--- config.mk ---
export PLATFORM = sky130hd
export DESIGN_NAME = distance_gated_scan_averager
export DESIGN_NICKNAME = d
export VERILOG_FILES = /design/src/hdl/dgsa_pkg.sv /design/src/hdl/distance_gated_scan_averager.sv /design/src/hdl/dgsa_ram.sv /design/src/hdl/dgsa_ctrl.sv /design/src/hdl/dgsa_accum.sv /design/src/hdl/dgsa_ofifo.sv
export SDC_FILE = /design/constraint.sdc
export NUM_CORES = 2
export LEC_CHECK = 0
export CAP_MARGIN = 30
export CELL_PAD_IN_SITES_DETAIL_PLACEMENT = 0
export CELL_PAD_IN_SITES_GLOBAL_PLACEMENT = 1
export CORE_UTILIZATION = 25
export CTS_BUF_LIST = sky130_fd_sc_hd__clkbuf_16
export DETAILED_ROUTE_END_ITERATION = 7
export DONT_BUFFER_PORTS = 1
export PLACE_DENSITY_LB_ADDON = 0.1
export SETUP_SLACK_MARGIN = 0.02
export SYNTH_ARGS = -nofsm -noshare
export SYNTH_HDL_FRONTEND = slang
export SYNTH_SLANG_ARGS = --single-unit
--- constraint.sdc ---
create_clock -name i_clk -period 12.9 [get_ports i_clk]
set_input_delay 2.58 -clock i_clk [delete_from_list [all_inputs] [get_ports i_clk]]
set_output_delay 2.58 -clock i_clk [all_outputs]
set_load 0.05 [all_outputs]
--- src/hdl/dgsa_pkg.sv ---
// package for the distance gated scan averager
// field widths, register indexes, reset values and shared structs
// no dependencies
package dgsa_pkg;

    // fixed field widths
    localparam int OP_W       = 1;
    localparam int SPEED_W    = 16;
    localparam int MS_W       = 16;
    localparam int RANGE_W    = 16;
    localparam int IDX_W      = 7;
    localparam int AVG_W      = 16;
    localparam int DIST_W     = 32;
    localparam int SUM_W      = 19;
    localparam int CFG_IDX_W  = 1;
    localparam int CFG_DATA_W = 32;

    // operation codes
    localparam logic [OP_W-1:0] OP_SPEED  = 1'b0;
    localparam logic [OP_W-1:0] OP_SAMPLE = 1'b1;

    // configuration register indexes
    localparam logic [CFG_IDX_W-1:0] CFG_SNAPSHOT_UM   = 1'b0;
    localparam logic [CFG_IDX_W-1:0] CFG_MAX_ELAPSED_MS = 1'b1;

    // reset values
    localparam logic [DIST_W-1:0] RST_SNAPSHOT_UM    = 32'd300000;
    localparam logic [MS_W-1:0]   RST_MAX_ELAPSED_MS = 16'd300;

    // default geometry
    localparam int DEF_SCAN_LENGTH    = 80;
    localparam int DEF_SCANS_AVERAGED = 3;

    // output queue
    localparam int OFIFO_DEPTH = 8;
    localparam int OFIFO_PTR_W = 3;
    localparam int OFIFO_CNT_W = 4;

    // one captured sample heading for the sum store
    typedef struct packed {
        logic               valid;
        logic               first;
        logic               emit;
        logic               last;
        logic [IDX_W-1:0]   idx;
        logic [RANGE_W-1:0] range_mm;
    } t_acc;

    // one result beat
    typedef struct packed {
        logic [AVG_W-1:0] average_mm;
        logic [IDX_W-1:0] out_index;
        logic             last;
    } t_res;

endpackage

--- src/hdl/distance_gated_scan_averager.sv ---
// Distance gated scan averager.
// Input channel (i_in_valid / o_in_stall) carries speed commands and laser
// range samples; one beat may be accepted every clock cycle while o_in_stall
// is low. Speed commands update the travelled distance and never produce a
// result. A sample whose scan is captured does one read-modify-write of its
// element's sum in the sum store; samples of the final scan of a set produce
// one result beat. Output channel (o_out_valid / i_out_stall): a result
// passes the capture decision register, the sum store read and add stage and
// the divide stage, then waits in an 8-entry queue. The input stalls when
// queue plus in-flight items could overrun the queue, so a stalled receiver
// holds the input off and nothing is lost. Sustained rate is 1 item per
// cycle while the output is not stalled, set by the single read and single
// write port of the sum store with write forwarding.
// Config port (i_cfg_valid / o_cfg_ready, always ready): index 0 is the
// capture threshold in um, index 1 the elapsed-time clamp in ms; write
// only while idle.
// Reset (synchronous, i_rst_n low) restores the register defaults, sets the
// distance to the threshold and clears the scan count; the sum store is not
// cleared and needs no sweep.
// uses dgsa_pkg, dgsa_ctrl, dgsa_accum, dgsa_ofifo (dgsa_ram through dgsa_accum)
module distance_gated_scan_averager #(
    parameter int SCAN_LENGTH    = dgsa_pkg::DEF_SCAN_LENGTH,
    parameter int SCANS_AVERAGED = dgsa_pkg::DEF_SCANS_AVERAGED
) (
    input  logic                                i_clk,
    input  logic                                i_rst_n,
    // input channel
    input  logic                                i_in_valid,
    output logic                                o_in_stall,
    input  logic [dgsa_pkg::OP_W-1:0]           i_operation,
    input  logic signed [dgsa_pkg::SPEED_W-1:0] i_new_speed_mm_s,
    input  logic [dgsa_pkg::MS_W-1:0]           i_elapsed_ms,
    input  logic [dgsa_pkg::RANGE_W-1:0]        i_range_mm,
    input  logic [dgsa_pkg::IDX_W-1:0]          i_element_index,
    // output channel
    output logic                                o_out_valid,
    input  logic                                i_out_stall,
    output logic [dgsa_pkg::AVG_W-1:0]          o_average_mm,
    output logic [dgsa_pkg::IDX_W-1:0]          o_out_index,
    output logic                                o_last,
    // configuration port
    input  logic                                i_cfg_valid,
    output logic                                o_cfg_ready,
    input  logic [dgsa_pkg::CFG_IDX_W-1:0]      i_cfg_index,
    input  logic [dgsa_pkg::CFG_DATA_W-1:0]     i_cfg_data
);

    logic                               in_accept;
    logic                               cfg_we;
    dgsa_pkg::t_acc                     acc;
    logic [1:0]                         inflight;
    logic                               push;
    dgsa_pkg::t_res                     push_res;
    dgsa_pkg::t_res                     out_res;
    logic [dgsa_pkg::OFIFO_CNT_W-1:0]   fifo_count;

    // handshakes; in-flight covers the decision register and both store stages
    assign o_cfg_ready = 1'b1;
    assign cfg_we      = i_cfg_valid && o_cfg_ready;
    assign o_in_stall  = ((4'(fifo_count) + 4'(inflight) + 4'(acc.valid))
                          >= 4'(dgsa_pkg::OFIFO_DEPTH));
    assign in_accept   = i_in_valid && !o_in_stall;

    dgsa_ctrl #(
        .SCAN_LENGTH    (SCAN_LENGTH),
        .SCANS_AVERAGED (SCANS_AVERAGED)
    ) u_ctrl (
        .i_clk            (i_clk),
        .i_rst_n          (i_rst_n),
        .i_accept         (in_accept),
        .i_operation      (i_operation),
        .i_new_speed_mm_s (i_new_speed_mm_s),
        .i_elapsed_ms     (i_elapsed_ms),
        .i_range_mm       (i_range_mm),
        .i_element_index  (i_element_index),
        .i_cfg_we         (cfg_we),
        .i_cfg_index      (i_cfg_index),
        .i_cfg_data       (i_cfg_data),
        .o_acc            (acc)
    );

    dgsa_accum #(
        .SCAN_LENGTH    (SCAN_LENGTH),
        .SCANS_AVERAGED (SCANS_AVERAGED)
    ) u_accum (
        .i_clk      (i_clk),
        .i_rst_n    (i_rst_n),
        .i_acc      (acc),
        .o_inflight (inflight),
        .o_push     (push),
        .o_push_res (push_res)
    );

    dgsa_ofifo u_ofifo (
        .i_clk       (i_clk),
        .i_rst_n     (i_rst_n),
        .i_push      (push),
        .i_push_res  (push_res),
        .o_count     (fifo_count),
        .o_out_valid (o_out_valid),
        .i_out_stall (i_out_stall),
        .o_out_res   (out_res)
    );

    // result fields
    assign o_average_mm = out_res.average_mm;
    assign o_out_index  = out_res.out_index;
    assign o_last       = out_res.last;

endmodule

--- src/hdl/dgsa_ram.sv ---
// generic simple dual port ram with registered read
// read during write to the same address returns the old data
// no dependencies
module dgsa_ram #(
    parameter int WIDTH = 8,
    parameter int DEPTH = 16,
    parameter int AW    = (DEPTH > 1) ? $clog2(DEPTH) : 1
) (
    input  logic             i_clk,
    input  logic             i_we,
    input  logic [AW-1:0]    i_waddr,
    input  logic [WIDTH-1:0] i_wdata,
    input  logic [AW-1:0]    i_raddr,
    output logic [WIDTH-1:0] o_rdata
);

    logic [WIDTH-1:0] r_mem [DEPTH];
    logic [WIDTH-1:0] r_rdata;

    // write port and registered read port
    always_ff @(posedge i_clk) begin
        if (i_we) begin
            r_mem[i_waddr] <= i_wdata;
        end
        r_rdata <= r_mem[i_raddr];
    end

    assign o_rdata = r_rdata;

endmodule

--- src/hdl/dgsa_ctrl.sv ---
// control front end: config registers, travelled distance, capture decision
// turns accepted input beats into sum store requests; uses dgsa_pkg
module dgsa_ctrl #(
    parameter int SCAN_LENGTH    = dgsa_pkg::DEF_SCAN_LENGTH,
    parameter int SCANS_AVERAGED = dgsa_pkg::DEF_SCANS_AVERAGED
) (
    input  logic                             i_clk,
    input  logic                             i_rst_n,
    input  logic                             i_accept,
    input  logic [dgsa_pkg::OP_W-1:0]        i_operation,
    input  logic signed [dgsa_pkg::SPEED_W-1:0] i_new_speed_mm_s,
    input  logic [dgsa_pkg::MS_W-1:0]        i_elapsed_ms,
    input  logic [dgsa_pkg::RANGE_W-1:0]     i_range_mm,
    input  logic [dgsa_pkg::IDX_W-1:0]       i_element_index,
    input  logic                             i_cfg_we,
    input  logic [dgsa_pkg::CFG_IDX_W-1:0]   i_cfg_index,
    input  logic [dgsa_pkg::CFG_DATA_W-1:0]  i_cfg_data,
    output dgsa_pkg::t_acc                   o_acc
);

    localparam int CNT_W = (SCANS_AVERAGED > 1) ? $clog2(SCANS_AVERAGED) : 1;

    logic [dgsa_pkg::DIST_W-1:0]         r_snapshot_um;
    logic [dgsa_pkg::MS_W-1:0]           r_max_elapsed_ms;
    logic [dgsa_pkg::DIST_W-1:0]         r_distance_um;
    logic signed [dgsa_pkg::SPEED_W-1:0] r_prev_speed;
    logic [CNT_W-1:0]                    r_scans_taken;
    logic                                r_capturing;
    dgsa_pkg::t_acc                      r_acc;
    dgsa_pkg::t_acc                      n_acc;

    logic [dgsa_pkg::SPEED_W-1:0]  speed_mag;
    logic [dgsa_pkg::MS_W-1:0]     elapsed_clamped;
    logic [dgsa_pkg::DIST_W-1:0]   add_um;
    logic [dgsa_pkg::DIST_W:0]     dist_sum;
    logic [dgsa_pkg::DIST_W-1:0]   dist_next;
    logic                          is_sample;
    logic                          cap_now;
    logic                          idx_ok;
    logic                          idx_last;
    logic [CNT_W:0]                cnt_inc;
    logic                          set_done;

    // distance increment: |previous speed| times clamped elapsed time
    always_comb begin
        speed_mag = r_prev_speed[dgsa_pkg::SPEED_W-1]
                  ? dgsa_pkg::SPEED_W'(~r_prev_speed + 1'b1)
                  : dgsa_pkg::SPEED_W'(r_prev_speed);
        elapsed_clamped = (i_elapsed_ms > r_max_elapsed_ms) ? r_max_elapsed_ms
                                                            : i_elapsed_ms;
        add_um   = 32'(speed_mag) * 32'(elapsed_clamped);
        dist_sum = 33'(r_distance_um) + 33'(add_um);
        dist_next = dist_sum[dgsa_pkg::DIST_W] ? '1 : dist_sum[dgsa_pkg::DIST_W-1:0];
    end

    // capture decision and set bookkeeping for a sample
    always_comb begin
        is_sample = (i_operation == dgsa_pkg::OP_SAMPLE);
        cap_now   = (i_element_index == '0) ? (r_distance_um >= r_snapshot_um)
                                            : r_capturing;
        idx_ok    = (32'(i_element_index) < 32'(SCAN_LENGTH));
        idx_last  = (32'(i_element_index) == 32'(SCAN_LENGTH - 1));
        cnt_inc   = (CNT_W + 1)'(r_scans_taken) + 1'b1;
        set_done  = (cnt_inc >= (CNT_W + 1)'(SCANS_AVERAGED));

        n_acc.valid    = i_accept && is_sample && cap_now && idx_ok;
        n_acc.first    = (r_scans_taken == '0);
        n_acc.emit     = set_done;
        n_acc.last     = idx_last;
        n_acc.idx      = i_element_index;
        n_acc.range_mm = i_range_mm;
    end

    // state registers
    always_ff @(posedge i_clk) begin
        if (!i_rst_n) begin
            r_snapshot_um    <= dgsa_pkg::RST_SNAPSHOT_UM;
            r_max_elapsed_ms <= dgsa_pkg::RST_MAX_ELAPSED_MS;
            r_distance_um    <= dgsa_pkg::RST_SNAPSHOT_UM;
            r_prev_speed     <= '0;
            r_scans_taken    <= '0;
            r_capturing      <= 1'b0;
            r_acc.valid      <= 1'b0;
        end else begin
            r_acc <= n_acc;

            // configuration writes
            if (i_cfg_we) begin
                case (i_cfg_index)
                    dgsa_pkg::CFG_SNAPSHOT_UM: begin
                        r_snapshot_um <= i_cfg_data;
                    end
                    dgsa_pkg::CFG_MAX_ELAPSED_MS: begin
                        r_max_elapsed_ms <= i_cfg_data[dgsa_pkg::MS_W-1:0];
                    end
                    default: begin
                    end
                endcase
            end

            if (i_accept && !is_sample) begin
                // speed command
                r_distance_um <= dist_next;
                r_prev_speed  <= i_new_speed_mm_s;
            end else if (i_accept) begin
                // laser sample
                if (cap_now && idx_ok && idx_last) begin
                    r_capturing <= 1'b0;
                    if (set_done) begin
                        r_scans_taken <= '0;
                        r_distance_um <= '0;
                    end else begin
                        r_scans_taken <= cnt_inc[CNT_W-1:0];
                    end
                end else begin
                    r_capturing <= cap_now;
                end
            end
        end
    end

    assign o_acc = r_acc;

endmodule

--- src/hdl/dgsa_accum.sv ---
// sum store read-modify-write pipeline and averaging divider
// uses dgsa_pkg and dgsa_ram
module dgsa_accum #(
    parameter int SCAN_LENGTH    = dgsa_pkg::DEF_SCAN_LENGTH,
    parameter int SCANS_AVERAGED = dgsa_pkg::DEF_SCANS_AVERAGED
) (
    input  logic           i_clk,
    input  logic           i_rst_n,
    input  dgsa_pkg::t_acc i_acc,
    output logic [1:0]     o_inflight,
    output logic           o_push,
    output dgsa_pkg::t_res o_push_res
);

    localparam int AW = (SCAN_LENGTH > 1) ? $clog2(SCAN_LENGTH) : 1;
    localparam int XW = (AW > dgsa_pkg::IDX_W) ? AW : dgsa_pkg::IDX_W;
    localparam int SHIFT_L = (SCANS_AVERAGED > 1) ? $clog2(SCANS_AVERAGED) : 0;
    localparam int DIV_SHIFT = dgsa_pkg::SUM_W + SHIFT_L;
    localparam int MULT_W = dgsa_pkg::SUM_W + 1;
    localparam int PROD_W = dgsa_pkg::SUM_W + MULT_W;
    localparam logic [MULT_W-1:0] DIV_MULT =
        MULT_W'(((64'd1 << DIV_SHIFT) + 64'(SCANS_AVERAGED) - 64'd1) / 64'(SCANS_AVERAGED));

    dgsa_pkg::t_acc               r_s1;
    logic                         r_wr_v;
    logic [AW-1:0]                r_wr_addr;
    logic [dgsa_pkg::SUM_W-1:0]   r_wr_data;
    logic                         r_s2_v;
    logic [dgsa_pkg::SUM_W-1:0]   r_s2_sum;
    logic [dgsa_pkg::IDX_W-1:0]   r_s2_idx;
    logic                         r_s2_last;

    logic [XW-1:0]                in_idx_x;
    logic [XW-1:0]                s1_idx_x;
    logic [AW-1:0]                rd_addr;
    logic [AW-1:0]                s1_addr;
    logic [dgsa_pkg::SUM_W-1:0]   ram_rdata;
    logic [dgsa_pkg::SUM_W-1:0]   old_sum;
    logic [dgsa_pkg::SUM_W-1:0]   new_sum;
    logic [PROD_W-1:0]            prod;
    logic [PROD_W-1:0]            quot;

    // element addresses
    always_comb begin
        in_idx_x = XW'(i_acc.idx);
        s1_idx_x = XW'(r_s1.idx);
        rd_addr  = in_idx_x[AW-1:0];
        s1_addr  = s1_idx_x[AW-1:0];
    end

    dgsa_ram #(
        .WIDTH (dgsa_pkg::SUM_W),
        .DEPTH (SCAN_LENGTH),
        .AW    (AW)
    ) u_sums (
        .i_clk   (i_clk),
        .i_we    (r_s1.valid),
        .i_waddr (s1_addr),
        .i_wdata (new_sum),
        .i_raddr (rd_addr),
        .o_rdata (ram_rdata)
    );

    // modify: forward the last write when it hit the same element
    always_comb begin
        old_sum = (r_wr_v && (r_wr_addr == s1_addr)) ? r_wr_data : ram_rdata;
        new_sum = r_s1.first ? dgsa_pkg::SUM_W'(r_s1.range_mm)
                             : dgsa_pkg::SUM_W'(old_sum + dgsa_pkg::SUM_W'(r_s1.range_mm));
    end

    // divide by the scan count through a reciprocal multiply
    always_comb begin
        prod = PROD_W'(r_s2_sum) * PROD_W'(DIV_MULT);
        quot = prod >> DIV_SHIFT;
    end

    // pipeline registers
    always_ff @(posedge i_clk) begin
        if (!i_rst_n) begin
            r_s1.valid <= 1'b0;
            r_wr_v     <= 1'b0;
            r_s2_v     <= 1'b0;
        end else begin
            r_s1      <= i_acc;
            r_s2_v    <= r_s1.valid && r_s1.emit;
            if (r_s1.valid) begin
                r_wr_v    <= 1'b1;
                r_wr_addr <= s1_addr;
                r_wr_data <= new_sum;
            end
        end
        r_s2_sum  <= new_sum;
        r_s2_idx  <= r_s1.idx;
        r_s2_last <= r_s1.last;
    end

    assign o_inflight            = 2'(r_s1.valid) + 2'(r_s2_v);
    assign o_push                = r_s2_v;
    assign o_push_res.average_mm = quot[dgsa_pkg::AVG_W-1:0];
    assign o_push_res.out_index  = r_s2_idx;
    assign o_push_res.last       = r_s2_last;

endmodule

--- src/hdl/dgsa_ofifo.sv ---
// small result queue in front of the output channel
// uses dgsa_pkg
module dgsa_ofifo (
    input  logic                               i_clk,
    input  logic                               i_rst_n,
    input  logic                               i_push,
    input  dgsa_pkg::t_res                     i_push_res,
    output logic [dgsa_pkg::OFIFO_CNT_W-1:0]   o_count,
    output logic                               o_out_valid,
    input  logic                               i_out_stall,
    output dgsa_pkg::t_res                     o_out_res
);

    dgsa_pkg::t_res                       r_mem [dgsa_pkg::OFIFO_DEPTH];
    logic [dgsa_pkg::OFIFO_PTR_W-1:0]     r_wr_ptr;
    logic [dgsa_pkg::OFIFO_PTR_W-1:0]     r_rd_ptr;
    logic [dgsa_pkg::OFIFO_CNT_W-1:0]     r_count;
    logic                                 pop;

    assign o_out_valid = (r_count != '0);
    assign pop         = o_out_valid && !i_out_stall;

    // pointers and fill count
    always_ff @(posedge i_clk) begin
        if (!i_rst_n) begin
            r_wr_ptr <= '0;
            r_rd_ptr <= '0;
            r_count  <= '0;
        end else begin
            if (i_push) begin
                r_wr_ptr <= r_wr_ptr + 1'b1;
            end
            if (pop) begin
                r_rd_ptr <= r_rd_ptr + 1'b1;
            end
            if (i_push && !pop) begin
                r_count <= r_count + 1'b1;
            end else if (pop && !i_push) begin
                r_count <= r_count - 1'b1;
            end
        end
    end

    // storage
    always_ff @(posedge i_clk) begin
        if (i_push) begin
            r_mem[r_wr_ptr] <= i_push_res;
        end
    end

    assign o_count   = r_count;
    assign o_out_res = r_mem[r_rd_ptr];

endmodule
# Word level (Yosys, flattened, before mapping)
# Memory sizes are Yosys's and may differ from the RTL's. A register that Yosys moved wholly into a read port is not among the register bits.
# Cells that the tools add are included.
# totals
ff_bits,218
ram_bits,1712
word_cells,103
mem_count,2
# mem_list
name,depth,width,read_ports,rd_clocked_by_memory_dff,wr,line,source
u_accum.u_sums.r_mem,80,19,1,1,1,dgsa_ram.sv:17,logic [WIDTH-1:0] r_mem [DEPTH];
u_ofifo.r_mem,8,24,1,1,1,dgsa_ofifo.sv:14,dgsa_pkg::t_res r_mem [dgsa_pkg::OFIFO_DEPTH];
# op_classes
n_addsub,11
mul,2
magnitude_cmp,5
eq_ne,2
muxes,20
n_bitwise,3
reduce_logical,30
# ops
cell,n
$mux W32,5
$mux W19,2
$mul A19 B20 Y37 const B,1
$add A32 B32 Y33,1
$ge A32 B32 Y1,1
$mul A16 B16 Y32,1
$mux W16,2
$add A19 B16 Y19,1
$add A16 B1 Y16 const B,1
$gt A16 B16 Y1,1
$not A16 Y16,1
$logic_and A1 B1 Y1,12
$mux W4,2
$reduce_and A2 Y1,4
$reduce_bool A2 Y1,4
$eq A7 B7 Y1,1
$eq A7 B7 Y1 const B,1
$logic_not A7 Y1,1
$lt A7 B7 Y1 const B,1
$add A3 B1 Y3 const B,2
$mux W1,6
$mux W3,2
$reduce_and A3 Y1,2
$logic_not A1 Y1,5
12 further kinds,13

# Longest topological paths before layout
# depth
word_depth,9
mapped_depth,37

# Hierarchy
# Synthesis repeated with hierarchy kept, for this count alone.
# hier_totals
hier_cells,5931
hier_area_um2,93081.8
# by_module_without_submodules
mod,n_inst,cells_each,area_per_inst_um2
dgsa_ram,1,2813,59031.6
dgsa_ctrl,1,1870,16936.2
dgsa_accum,1,890,9123.8
dgsa_ofifo,1,348,7901.3
distance_gated_scan_averager,1,10,88.8

# Worst setup path before layout
# No wires, ideal clock.
# synth_timing
path_type,input to register
start,input port i_elapsed_ms[1] (netlist bit)
end,register u_ctrl.r_distance_um[22] (netlist bit)
setup_time_ns,0.070
t_arrival_ns,10.086
path_slack_ns,2.744
stages,33
path_cell_list,ha_1 > nor2b_1 > o21a_1 > o21a_1 > o21ai_1 > a21oi_1 > o31ai_1 > a21oi_1 > o21ai_1 > clkbuf_1 > a21boi_0 > fa_1 > inv_1 > fa_1 > fa_1 > fa_1 > inv_1 > fa_1 > inv_1 > fa_1 > inv_1 > ha_1 > a2111o_1 > o2111ai_1 > o21bai_1 > o31a_1 > o21ai_1 > a221oi_1 > xnor2_1 > clkbuf_1 > buf_2 > nor2_1 > o2bb2ai_1
# synth_between
elab_chain_len,6
# synth_rtl
item,line,source
start: declaration,distance_gated_scan_averager.sv:32,"input logic [dgsa_pkg::MS_W-1:0] i_elapsed_ms,"
$gt A16 B16 Y1,dgsa_ctrl.sv:49,elapsed_clamped = (i_elapsed_ms > r_max_elapsed_ms) ? r_max_elapsed_ms
$mux W16 *,dgsa_ctrl.sv:49,
$mul A16 B16 Y32 *,dgsa_ctrl.sv:51,add_um = 32'(speed_mag) * 32'(elapsed_clamped);
$add A32 B32 Y33 *,dgsa_ctrl.sv:52,dist_sum = 33'(r_distance_um) + 33'(add_um);
$mux W32 *,dgsa_ctrl.sv:53,dist_next = dist_sum[dgsa_pkg::DIST_W] ? '1 : dist_sum[dgsa_pkg::DIST_W-1:0];
$mux W32 *,dgsa_ctrl.sv:101,if (i_accept && !is_sample) begin
end signal: assignment,dgsa_ctrl.sv:79,r_distance_um <= dgsa_pkg::RST_SNAPSHOT_UM;
end signal: assignment,dgsa_ctrl.sv:103,r_distance_um <= dist_next;
end: declaration,dgsa_ctrl.sv:25,logic [dgsa_pkg::DIST_W-1:0] r_distance_um;
# Every way passes the cells marked *; elsewhere a longest branch is shown, timed or not.
# A chain may end at the register's enable or synchronous reset.

# Final worst setup path
# layout_timing
start,input port i_elapsed_ms[1] (netlist bit)
end,register u_ctrl.r_distance_um[29] (netlist bit)
# The elaborated chain is that of the path after synthesis.

==> metrics.txt <==
part of the Yosys area used for sequential elements a little over three fifths; required time of the worst setup path approximately 14 ns; minimum clock period after layout 10.60 ns; synthesis warning total 0; CORE AREA around 360000 µm²; proportion of synthesized flip-flops having asynchronous set or reset 0%; highest clock frequency the design can meet ~94 MHz; drc violations 0; count of clock tree sinks around 2000; Setup-failing EPs final 0; top-area cell type share of the netlist area slightly below 60%; Final Hold Fails 0; post-CTS setup buffer count 0; clock latency on the worst-skew pair 0.93 ns; routability congestion estimate 0.7464; cell area after technology mapping between 90000 and 100000 µm²; via/cell ratio around 4.5; # nets final ~6000; chip width a little over 600 µm; cell type with the highest aggregate area in the netlist edfxtp_1; root cell of the clock tree clkbuf_16; number of enable flip-flop cells after synthesis ~1800; # IOs ~120; CTS-repair resized insts 0; post-synthesis net count roughly 5900; slowest stage delay, CP approximately 0.6 ns; static power due to leakage roughly 0.037 µW; primary flip-flop cell chosen by synthesis mapping edfxtp_1; Critical-path top delay cell nand3_1; kind of capture point of the worst setup path flip-flop; status complete, but fails checks; die footprint 367000 µm²; FF+latch count, synth about 2000; instance count of the mapped netlist 5190; count of distinct cell types in the synthesized netlist 67; IR drop worst, VDD about 0.22 mV; DRC violation total after the first TritonRoute iteration around 3300; total placed instance area a little under 100000 µm²; Worst Setup Path Type input pin to flip-flop; vertical extent of the die approximately 610 µm; number of CTS-inserted buffers around 230; fillcell total 35830; area growth from synthesis to final layout 16.20%; sort of element at the start of the critical path input pin; Hold WC Path Type flip-flop to flip-flop; number of antenna violations at the first check in global routing 49; Post-Synthesis Mean Instance Area between 15 and 20 µm²; max capacitance violation total 0; setup repair after global routing missed its margin no; violated checks antenna violations; Crit path arrival time about 11 ns; Max H-tree Level 4; starting utilization of the core area 25.14%; overall via count from detail_route 46470; end-of-flow core utilization just under 30%; final slew viol count 0; post-route standard cell area excluding fillers ~110000 µm²; Routed wire per std cell roughly 27 µm; most prevalent standard cell on the critical path fa_1; register clock-pin slew on the reported worst setup and hold paths roughly 0.06 ns; largest net degree at the start of global routing 148; relative slew slack 28.79%; top cells by count, synth edfxtp_1, inv_1, mux4_2, fa_1, ha_1; fraction of layout cells with a size suffix above 1 a little under a quarter; clock tree from TritonCTS built; share of the clock period used by the worst path after layout between 80% and 90%; PwrDens about 180 nW/µm²; top area cells in the synthesized netlist edfxtp_1, mux4_2, fa_1; sum of net half-perimeters after detailed placement ~180000 µm; cts-stage hold buffer count 0; first-pass GRT wire length between 300000 and 400000 µm; Clock Tree Buf Depth 4; total detailed-routing wirelength 282400 µm; GRT Resource Usage Total 15.36%; clock skew approximately 0.14 ns; number of antenna-violating nets in the routed design 1; grt total ovfl 0; most common cell in the netlist edfxtp_1; number of detailed-routing iterations run before antenna repair 7; Least-Margin Pin Slew between 1 and 1.5 ns; largest fanout on the critical path 26; via count of the first global-routing pass 50090; Row Count roughly 220; total of buffers placed on input and output ports 0; final-layout setup total negative slack 0 ns
[flip-flops by register name, summed over array words and instances (netlist names), 16 cells and up, named ones only]
register / cells
u_accum.u_sums.r_mem: 1520
u_ofifo.r_mem: 192
u_ctrl.r_distance_um: 32
u_ctrl.r_snapshot_um: 32
u_ctrl.o_acc: 27
u_accum.r_s1: 20
u_accum.r_s2_sum: 19
u_accum.r_wr_data: 19
u_accum.u_sums.o_rdata: 19
u_ctrl.r_max_elapsed_ms: 16
u_ctrl.r_prev_speed: 16
[report_power, final]
part | internal (µW) | switching (µW) | total [µW]
logic | 1980 | 3390 | 5370
clock network | 3480 | 2650 | 6130
registers | 7510 | 117 | 7630
[critical path, delay by kind of cell]
family / cells / cell delay (ns)
AO/OA/AOI/OAI: 15 / 3.72
adder cells (fa/ha/maj): 8 / 3.54
buffers and inverters: 5 / 0.57
AND/OR/NAND/NOR: 2 / 0.73
XOR/XNOR: 1 / 0.20
[per-layer routing]
layer  track usage [%]  wire (µm)
met1             21.13     127200
met2             25.55     135900
met3             2.432      13750
met4             3.129       5456
met5                 0         69
[area by class of cell]
class	instances	area (µm²)	share of cell area (%)
antenna	26	65.06	0.06144
multi-input combinational	2445	31620	29.86
tap	4794	5998	5.664
inverter	571	2143	2.024
timing repair buffer	197	2044	1.931
clock buffer	233	5831	5.506
clock inverter	188	1191	1.125
sequential	1952	57000	53.83
[layout by cell type (no fill, tap or decap), drive strengths merged, types with 10 or more instances in the layout]
| cell | netlist | layout |
|---|---|---|
| a21bo | 125 | 125 |
| a21boi | 143 | 143 |
| a21o | 48 | 48 |
| a21oi | 82 | 82 |
| a31oi | 10 | 10 |
| and2 | 17 | 17 |
| buf | 69 | 197 |
| bufinv | 0 | 12 |
| clkbuf | 153 | 233 |
| clkinv | 1 | 100 |
| dfxtp | 162 | 162 |
| diode | 0 | 26 |
| edfxtp | 1790 | 1790 |
| fa | 331 | 331 |
| ha | 300 | 300 |
| inv | 570 | 642 |
| mux2 | 62 | 62 |
| mux2i | 24 | 24 |
| mux4 | 542 | 542 |
| nand2 | 169 | 169 |
| nand2b | 16 | 16 |
| nand3 | 45 | 45 |
| nand4 | 21 | 21 |
| nor2 | 148 | 148 |
| nor2b | 40 | 40 |
| nor3 | 17 | 17 |
| o211ai | 17 | 17 |
| o21a | 17 | 17 |
| o21ai | 75 | 75 |
| o2bb2ai | 20 | 20 |
| xnor2 | 66 | 66 |
| xor2 | 26 | 26 |
[through the flow]
stage | instances | power, µW | setup slack (ns) | hold WS, ns
after CTS | 10370 | 19560 | 2.290 | 0.3709
after global routing | 10390 | 20330 | 1.592 | 0.3712
final | 10410 | 19130 | 2.299 | 0.3683
after detailed placement | 9947 | 13300 | 1.388 | 0.3771
after global placement | 9926 | 13300 | 1.330 | 0.3654
after floorplan | 5190 | 11390 | 2.744 | 0.3233
[cells by family (layout without fill, tap and decap cells)]
family / count (synthesis) / count (layout) / synth area share [%]
simple gates: 503 / 503 / 2.515
buf+inv: 793 / 1189 / 3.393
other cells: 1 / 27 / 0.004115
fa+ha+maj: 631 / 631 / 11.39
compound gates: 590 / 590 / 4.851
xor+xnor: 92 / 92 / 0.8842
flops: 1952 / 1952 / 62.54
mux: 628 / 628 / 14.42
[final timing paths]
check | start | end | slack, ns | cells after the start
max reg2reg | u_ctrl.r_max_elapsed_ms[9] | u_ctrl.r_distance_um[29] | 3.43 | 32
min | u_accum.r_s1[23] | u_accum.r_s2_last | 0.37 | 0
max | i_elapsed_ms[1] | u_ctrl.r_distance_um[29] | 2.30 | 31
min reg2reg | u_accum.r_s1[23] | u_accum.r_s2_last | 0.37 | 0
Note: power is estimated with default switching activity, not from simulation.
